<file path="config.mk">
export PLATFORM = sky130hd
export DESIGN_NAME = top8_logit_selector_top
export DESIGN_NICKNAME = d
export VERILOG_FILES = /design/src/hw/rtl/t8ls_pkg.sv /design/src/hw/rtl/t8ls_cell.sv /design/src/hw/rtl/top8_logit_selector_top.sv
export SDC_FILE = /design/constraint.sdc
export NUM_CORES = 1
export LEC_CHECK = 0
export ABC_AREA = 0
export BUFFER_PORTS_ARGS = -buffer_cell sky130_fd_sc_hd__clkbuf_2
export CAP_MARGIN = 20
export CORE_ASPECT_RATIO = 0.5
export CORE_MARGIN = 5
export CORE_UTILIZATION = 65
export CTS_CLUSTER_SIZE = 12
export DETAILED_ROUTE_END_ITERATION = 8
export GPL_ROUTABILITY_DRIVEN = 0
export GPL_TIMING_DRIVEN = 0
export PLACE_DENSITY = 0.85
export SLEW_MARGIN = 25
export SYNTH_ARGS = -nofsm -noshare
export SYNTH_HDL_FRONTEND = slang
export SYNTH_SLANG_ARGS = --single-unit
</file>
<file path="constraint.sdc">
create_clock -name clk_i -period 11.9 [get_ports clk_i]
set_input_delay 2.38 -clock clk_i [delete_from_list [all_inputs] [get_ports clk_i]]
set_output_delay 2.38 -clock clk_i [all_outputs]
set_load 0.03 [all_outputs]
</file>
<file path="src/hw/rtl/t8ls_pkg.sv">
// ----------------------------------------------------------------------------
// t8ls_pkg
// Shared types and constants for the top-8 logit selector: beat formats,
// the per-cell store entry and the control bundle broadcast along the chain.
// ----------------------------------------------------------------------------
package t8ls_pkg;

  // default configuration
  localparam int unsigned VocabMaxDef = 131072;
  localparam int unsigned TopKDef     = 8;

  // fixed field widths
  localparam int unsigned ValueW = 32;
  localparam int unsigned IndexW = 17;

  // score reported for a rank that never got a logit (most negative Q16.16)
  localparam logic signed [ValueW-1:0] EmptyValue = {1'b1, {(ValueW-1){1'b0}}};

  // input beat
  typedef struct packed {
    logic signed [ValueW-1:0] logit;
    logic                     is_last;
  } in_beat_t;

  // output beat
  typedef struct packed {
    logic signed [ValueW-1:0] top_value;
    logic [IndexW-1:0]        top_index;
    logic                     last_rank;
  } out_beat_t;

  // one slot of the ranking
  typedef struct packed {
    logic                     valid;
    logic signed [ValueW-1:0] value;
    logic [IndexW-1:0]        index;
  } entry_t;

  // chain-wide control
  typedef struct packed {
    logic insert;  // a new logit enters the ranking this cycle
    logic drain;   // the whole chain moves up one slot toward the head
  } chain_ctl_t;

endpackage

</file>
<file path="src/hw/rtl/t8ls_cell.sv">
// ----------------------------------------------------------------------------
// t8ls_cell
// One slot of the sorted chain. Compares the incoming logit against its own
// entry, and either keeps it, takes the new logit, takes its upper
// neighbor's entry (shift down on insert) or its lower neighbor's (drain).
// ----------------------------------------------------------------------------
module t8ls_cell (
  input  logic                  clk_i,
  input  logic                  rst_ni,
  input  t8ls_pkg::chain_ctl_t  ctl_i,
  input  t8ls_pkg::entry_t      new_i,
  input  t8ls_pkg::entry_t      above_i,
  input  logic                  above_hit_i,
  input  t8ls_pkg::entry_t      below_i,
  output t8ls_pkg::entry_t      entry_o,
  output logic                  hit_o
);

  logic                                 valid_q, valid_d;
  logic signed [t8ls_pkg::ValueW-1:0]   value_q, value_d;
  logic [t8ls_pkg::IndexW-1:0]          index_q, index_d;
  logic                                 hit;

  // new logit belongs at or above this slot; strict compare keeps ties stable
  assign hit = !valid_q || ($signed(new_i.value) > $signed(value_q));

  // slot update
  always_comb begin
    valid_d = valid_q;
    value_d = value_q;
    index_d = index_q;
    if (ctl_i.drain) begin
      valid_d = below_i.valid;
      value_d = below_i.value;
      index_d = below_i.index;
    end else if (ctl_i.insert) begin
      if (above_hit_i) begin
        valid_d = above_i.valid;
        value_d = above_i.value;
        index_d = above_i.index;
      end else if (hit) begin
        valid_d = 1'b1;
        value_d = new_i.value;
        index_d = new_i.index;
      end
    end
  end

  // valid flag
  always_ff @(posedge clk_i or negedge rst_ni) begin
    if (!rst_ni) begin
      valid_q <= 1'b0;
    end else begin
      valid_q <= valid_d;
    end
  end

  // payload
  always_ff @(posedge clk_i) begin
    value_q <= value_d;
    index_q <= index_d;
  end

  assign entry_o = '{valid: valid_q, value: value_q, index: index_q};
  assign hit_o   = hit;

endmodule

</file>
<file path="src/hw/rtl/top8_logit_selector_top.sv">
// ----------------------------------------------------------------------------
// top8_logit_selector_top
// Streaming top-K selection over a logit vector, built as a chain of
// compare-and-insert cells kept in descending order, drained from the head.
// ----------------------------------------------------------------------------
//  channel | dir | handshake             | beat
//  in      | in  | in_valid_i/in_stall_o | in_data_i  (logit, is_last)
//  out     | out | out_valid_o/out_stall_i | out_data_o (top_value, top_index, last_rank)
//
//  Logit beats of a vector are accepted one per cycle while in_stall_o is low.
//  After the is_last beat the chain drains TOP_K result beats from the head cell,
//  one per cycle while out_stall_i is low; input is stalled during the drain.
//  Reset empties every slot and clears the logit counter; draining leaves the
//  chain empty and ready for the next vector.
// ----------------------------------------------------------------------------
module top8_logit_selector_top #(
  parameter int unsigned VOCAB_MAX = t8ls_pkg::VocabMaxDef,
  parameter int unsigned TOP_K     = t8ls_pkg::TopKDef
) (
  input  logic                 clk_i,
  input  logic                 rst_ni,
  input  logic                 in_valid_i,
  output logic                 in_stall_o,
  input  t8ls_pkg::in_beat_t   in_data_i,
  output logic                 out_valid_o,
  input  logic                 out_stall_i,
  output t8ls_pkg::out_beat_t  out_data_o
);

  localparam int unsigned CntW  = $clog2(VOCAB_MAX);
  localparam int unsigned RankW = (TOP_K > 1) ? $clog2(TOP_K) : 1;

  logic [CntW-1:0]       cnt_q, cnt_d;
  logic                  drain_q, drain_d;
  logic [RankW-1:0]      rank_q, rank_d;
  logic                  in_acc, out_acc, rank_last;
  t8ls_pkg::chain_ctl_t  ctl;
  t8ls_pkg::entry_t      new_entry;
  t8ls_pkg::entry_t      empty_entry;
  t8ls_pkg::entry_t      cell_entry [TOP_K];
  logic                  cell_hit   [TOP_K];

  // handshakes
  assign in_stall_o  = drain_q;
  assign out_valid_o = drain_q;
  assign in_acc      = in_valid_i && !in_stall_o;
  assign out_acc     = out_valid_o && !out_stall_i;
  assign rank_last   = (rank_q == RankW'(TOP_K - 1));

  // chain control and the incoming entry
  assign ctl.insert  = in_acc;
  assign ctl.drain   = out_acc;
  assign new_entry   = '{valid: 1'b1, value: in_data_i.logit,
                         index: t8ls_pkg::IndexW'(cnt_q)};
  assign empty_entry = '{valid: 1'b0, value: t8ls_pkg::EmptyValue, index: '0};

  // row of cells, head at slot zero
  for (genvar g = 0; g < TOP_K; g++) begin : g_cell
    t8ls_pkg::entry_t above, below;
    logic             above_hit;
    if (g == 0) begin : g_head
      assign above     = empty_entry;
      assign above_hit = 1'b0;
    end else begin : g_mid
      assign above     = cell_entry[g-1];
      assign above_hit = cell_hit[g-1];
    end
    if (g == TOP_K - 1) begin : g_tail
      assign below = empty_entry;
    end else begin : g_inner
      assign below = cell_entry[g+1];
    end
    t8ls_cell u_cell (
      .clk_i       (clk_i),
      .rst_ni      (rst_ni),
      .ctl_i       (ctl),
      .new_i       (new_entry),
      .above_i     (above),
      .above_hit_i (above_hit),
      .below_i     (below),
      .entry_o     (cell_entry[g]),
      .hit_o       (cell_hit[g])
    );
  end

  // logit counter, drain flag and rank counter
  always_comb begin
    cnt_d   = cnt_q;
    drain_d = drain_q;
    rank_d  = rank_q;
    if (in_acc) begin
      if (in_data_i.is_last || (cnt_q == CntW'(VOCAB_MAX - 1))) begin
        cnt_d = '0;
      end else begin
        cnt_d = cnt_q + CntW'(1);
      end
      if (in_data_i.is_last) begin
        drain_d = 1'b1;
        rank_d  = '0;
      end
    end
    if (out_acc) begin
      if (rank_last) begin
        drain_d = 1'b0;
        rank_d  = '0;
      end else begin
        rank_d = rank_q + RankW'(1);
      end
    end
  end

  always_ff @(posedge clk_i or negedge rst_ni) begin
    if (!rst_ni) begin
      cnt_q   <= '0;
      drain_q <= 1'b0;
      rank_q  <= '0;
    end else begin
      cnt_q   <= cnt_d;
      drain_q <= drain_d;
      rank_q  <= rank_d;
    end
  end

  // result beat straight from the head cell
  assign out_data_o.top_value = cell_entry[0].valid ? cell_entry[0].value
                                                    : t8ls_pkg::EmptyValue;
  assign out_data_o.top_index = cell_entry[0].valid ? cell_entry[0].index : '0;
  assign out_data_o.last_rank = rank_last;

  // a last logit starts a drain at rank zero
  a_drain_start : assert property (@(posedge clk_i) disable iff (!rst_ni)
    in_acc && in_data_i.is_last |=> out_valid_o && (rank_q == '0))
    else $error("drain did not start at rank zero");

  // drain continues until the final rank is taken
  a_drain_holds : assert property (@(posedge clk_i) disable iff (!rst_ni)
    out_acc && !rank_last |=> out_valid_o)
    else $error("drain ended early");

  // final rank ends the drain with an empty head
  a_drain_end : assert property (@(posedge clk_i) disable iff (!rst_ni)
    out_acc && rank_last |=> !out_valid_o && !cell_entry[0].valid)
    else $error("drain did not end or chain not cleared");

endmodule
</file>
### Word-level counts from Yosys, hierarchy flattened

Cells that the tools add are included.

| word-level totals | value |
|---|---|
| word-level logic and storage cells | 181 |
| input bits | 37 |
| register bits after elaboration | 421 |

| operators by class | value |
|---|---|
| reductions and logical operators | 42 |
| order comparisons | 8 |
| muxes and demuxes | 100 |
| add/subtract/negate cells | 2 |
| equality and inequality tests | 2 |

Operators by type and width:

| cell | number |
|---|---|
| $mux 32 | 30 |
| $mux 17 | 31 |
| $gt 32x32->1 | 8 |
| $mux 1 | 35 |
| $reduce_bool 3->1 | 7 |
| $reduce_and 2->1 | 10 |
| $add 17x1->17 const B | 1 |
| $eq 17x17->1 const B | 1 |
| $mux 3 | 4 |
| $logic_not 1->1 | 10 |
| $logic_or 1x1->1 | 9 |
| $reduce_bool 2->1 | 4 |
| $add 3x1->3 const B | 1 |
| $eq 3x3->1 const B | 1 |
| $logic_and 1x1->1 | 2 |

### Logic depth before layout (Yosys ltp)

| depth | value |
|---|---|
| depth after elaboration | 6 |
| gate-level depth with buffers | 13 |

### By module

From an unflattened synthesis, not the netlist that was laid out.

| unflattened totals | value |
|---|---|
| cell total of the unflattened synthesis | 2979 |
| area, all modules | 28929.0 sq um |

Modules (own cells, without submodules):

| module | sequential area each (sq um) | cells each | instances | area an instance (sq um) |
|---|---|---|---|---|
| t8ls_cell | 1496.4 | 351 | 8 | 3435.8 |
| top8_logit_selector_top | 525.5 | 171 | 1 | 1442.6 |

### Least setup slack after synthesis

OpenSTA, ideal clock, no wires.

| timing | value |
|---|---|
| path type | input to register |
| from | input port in_data_i[1] (netlist bit) |
| to | register g_cell[2].u_cell.index_q[0] (netlist bit) (enable) |
| buffers on the path | 2 |
| arrival | 7.630 ns |
| stages on the path | 12 |
| slack | 3.746 ns |
| library setup time | 0.523 ns |
| path through | clkbuf_1 > inv_1 > ha_1 > nor2b_1 > o211ai_1 > a2111oi_0 > nor4b_1 > a21oi_1 > a31o_2 > clkbuf_1 > nor2b_1 > o21ai_0 |

| between the ends | value |
|---|---|
| cells in the longest elaborated chain, start to end | 4 |
| elaborated cells between the ends (all ways) | 6 |

Ends and longest elaborated chain:

| item | RTL line | source |
|---|---|---|
| from (decl) | top8_logit_selector_top.sv:24 | `input t8ls_pkg::in_beat_t in_data_i,` |
| $gt 32x32->1 | t8ls_cell.sv:25 | `assign hit = !valid_q \|\| ($signed(new_i.value) > $signed(value_q));` |
| $logic_or 1x1->1 | t8ls_cell.sv:25 |  |
| $reduce_bool 3->1 (no source line) (*) | - |  |
| $reduce_and 2->1 (no source line) (*) | - |  |
| to (signal assigned) | t8ls_cell.sv:61 | `index_q <= index_d;` |
| to (decl) | t8ls_cell.sv:21 | `logic [t8ls_pkg::IndexW-1:0] index_q, index_d;` |

Mark *: on every way between the ends. The rest lies on a longest branch, timed or not.
A chain may end at the register's enable or synchronous reset.

### Worst setup path in the final report

| timing | value |
|---|---|
| from | input port in_data_i[32] (netlist bit) |
| to | register g_cell[0].u_cell.value_q[15] (netlist bit) (enable) |

| between the ends | value |
|---|---|
| cells in the longest elaborated chain, start to end | 4 |

Ends and longest elaborated chain:

| item | RTL line | source |
|---|---|---|
| $gt 32x32->1 | t8ls_cell.sv:25 |  |
| $logic_or 1x1->1 | t8ls_cell.sv:25 |  |
| $reduce_bool 2->1 (no source line) | - |  |
| $reduce_and 2->1 (no source line) | - |  |
| to (signal assigned) | t8ls_cell.sv:60 | `value_q <= value_d;` |
| to (decl) | t8ls_cell.sv:20 | `logic signed [t8ls_pkg::ValueW-1:0] value_q, value_d;` |

Every way passes these cells.

==> key figures <==
Status
  • Status: complete, but fails checks
  • Failing checks: design-rule violations

Synthesis
  • Synth cell types: 62
  • Asr flop ratio synth: 6.888%
  • Synth Area per Inst: 9.801 µm²
  • Synth top area cells: edfxtp_1, ha_1, o221ai_1
  • Mapped Area: between 0.02 and 0.03 mm²
  • Post-synthesis register bit count: 421
  • Synth area leader: edfxtp_1
  • Cells after synthesis: 2667
  • Post-synth EDFFs: 343
  • Synth Flop Type: edfxtp_1
  • Commonest cells post-synth: edfxtp_1, nand2_1, inv_1
  • Register area share after synthesis: between 40% and 50%
  • Syn Nets: 2964
  • Count leader, synth: edfxtp_1
  • Synth top area share: 39.40%
  • Yosys warns: 0

Clocking
  • Post-CTS setup buffers: 0
  • Num CTS Buffers: 41
  • Clk Latency, worst-skew pair: between 0.5 and 0.6 ns
  • Clk root buf: clkbuf_16
  • Clk buf depth: 3
  • # resized after CTS: 0
  • Clk sinks: 421
  • Hold-fix buffers at CTS: 0
  • Clock slew at reported path FFs: 0.06 ns
  • Htree depth: 2
  • CTS tree: done

Detailed routing
  • Detailed-route via count: 24456
  • Wire length per cell: 26.88 µm
  • Final wirelength: 90610 µm
  • DR pass1 iterations: 9
  • ANT nets after route: 0
  • Number of DRC markers in iteration 0: around 4300
  • Post-route DRC: 24
  • Vias per cell: 7.255

Setup path
  • Worst EP arrival: between 7 and 8 ns
  • Worst Setup Path Type: primary input to flip-flop
  • Worst Setup End Kind: flip-flop
  • CP Launch Type: primary input
  • CP max FO: 31
  • CP required: 12.14 ns

Timing
  • Achievable Freq: approximately 140 MHz
  • Slew headroom: 30.49%
  • Final period util: slightly above 60%
  • Max Slew Vio Count: 0
  • Fin crit period: 7.263 ns
  • Worst setup margin: 4.637 ns
  • Final setup vio count: 0
  • RSZ-0062 raised after global routing: false
  • Actual slew at the worst max-slew pin: 1.033 ns
  • Final Hold Fails: 0
  • Clk_skew: ~0.027 ns

Place
  • Port-buffer cells: 87
  • Area post-placement: 0.02754 mm²
  • DP Worst Slack: 4.463 ns
  • Detailed Place HPWL: 65220 µm

Floorplanning
  • Core Rows: 51
  • Core area: roughly 0.039 mm²
  • Ports: 89
  • Full die area: between 0.04 and 0.05 mm²
  • Initial Util: 66.50%
  • Chip Width: 293.6 µm
  • Die Y: 151.8 µm

Global routing
  • Total track usage: 39.12%
  • Largest net degree at the start of global routing: 50
  • Initial antenna violation count: 2
  • GRT Residual Overflow: 0
  • Vias in the first global route: 23650
  • First-pass GRT wire length: 136900 µm

Layout
  • Design area: approximately 0.029 mm²
  • Layout cell share with drive strength beyond 1: 6.197%
  • Area delta synth->final: 10.06%
  • Final Net Count: slightly above 3000
  • Post-layout util: 73.19%

Pwr
  • VDD IR-drop max: between 0.15 and 0.2 mV
  • Pwr dens: 320.7 mW/mm²
  • Leakage power: about 0.012 µW

Run
  • Max_cap viols: 0

Worst hold path
  • Hold Path Class: flip-flop to flip-flop
==> power breakdown <==
| group | internal [µW] | total, µW | switching (µW) |
|---|---|---|---|
| clock | 681 | 1280 | 596 |
| sequential | 2690 | 3140 | 452 |
| combinational | 1490 | 4810 | 3320 |
==> cell families after synthesis <==
family,share of synthesized area [%]
flip-flops,45.93
AO/OA/AOI/OAI,17.67
buffers and inverters,6.519
adder cells (fa/ha/maj),12.44
XOR/XNOR,0.4691
multiplexers,2.111
AND/OR/NAND/NOR,14.85
==> per-stage QoR <==
step                      total power (µW)  setup TNS [ns]  cells  hold WS (ns)
after global routing                  9588               0   3371        0.5350
final                                 9226               0   3371        0.5240
after global placement                7357          -57.12   3284        0.4874
after detailed placement              7636               0   3294        0.5054
after floorplan                       5940               0   2667        0.4620
after CTS                             8915               0   3370        0.5241
==> final cells by class <==
cell class | count | area (µm²)
Tap cell | 530 | 663.1
Buffer | 176 | 705.7
Fill cell | 2804 | 10540
Antenna cell | 1 | 2.502
Multi-Input combinational cell | 1804 | 12500
Timing Repair Buffer | 97 | 680.7
Clock inverter | 3 | 17.52
Clock buffer | 73 | 1199
Sequential cell | 421 | 12010
Inverter | 266 | 998.5
==> worst paths after layout <==
kind	startpoint	depth (start not counted)	to	slack [ns]
max in group asynchronous	rst_ni	1	cnt_q[0]$_DFFE_PN0P_	9.37
min reg2reg	g_cell[7].u_cell.value_q[17]$_SDFFE_PP0P_	1	g_cell[7].u_cell.value_q[17]$_SDFFE_PP0P_	0.52
min in group asynchronous	rst_ni	1	rank_q[2]$_DFFE_PN0P_	1.95
min	g_cell[7].u_cell.value_q[17]$_SDFFE_PP0P_	1	g_cell[7].u_cell.value_q[17]$_SDFFE_PP0P_	0.52
max	in_data_i[32]	12	g_cell[0].u_cell.value_q[15]$_DFFE_PP_	4.64
max reg2reg	g_cell[0].u_cell.value_q[31]$_DFFE_PP_	12	g_cell[0].u_cell.value_q[15]$_DFFE_PP_	6.24
==> sequential cells by signal, indices dropped and copies added (netlist names) <==
name / flops
g_cell.u_cell.value_q: 256
g_cell.u_cell.index_q: 136
cnt_q: 17
g_cell.u_cell.valid_q: 8
rank_q: 3
in_stall_o: 1
==> layout by cell type (no fill, tap or decap), drive strengths merged, types with 4 or more instances in the layout <==
| master | count |
|---|---|
| and2 | 50 |
| and3 | 6 |
| inv | 267 |
| and4 | 6 |
| o21ai | 130 |
| o211ai | 91 |
| nor2 | 66 |
| a21o | 31 |
| clkbuf | 296 |
| nand4 | 56 |
| dfrtp | 29 |
| nor4 | 10 |
| edfxtp | 343 |
| nor3 | 30 |
| a31oi | 7 |
| nor2b | 17 |
| nand3 | 265 |
| a221oi | 5 |
| a2111oi | 6 |
| o221a | 48 |
| dfxtp | 49 |
| buf | 50 |
| ha | 260 |
| nand2 | 307 |
| o221ai | 155 |
| mux2i | 54 |
| a211oi | 4 |
| a21oi | 146 |
| xor2 | 12 |
==> metal layers <==
metal | vias up | track usage, % | routed length [µm]
met5 | - | 0 | 0
met2 | 2346 | 54.38 | 35940
met4 | 0 | 19.49 | 5667
met1 | 11373 | 53.39 | 32700
met3 | 468 | 15.44 | 16300
li1 | 10269 | - | -
==> worst max-delay path, stage by stage <==
cell and delay, ns:
clkbuf_2 0.21, ha_1 0.55, nand4_1 0.44, nor4_1 0.57, nor3b_1 0.24, a2111oi_0 0.10, nor2_1 0.76, clkbuf_1 0.82
clkbuf_1 0.53, nand2_1 0.19, nand2_4 0.34, buf_12 0.30
Note: power is estimated with default switching activity, not from simulation.
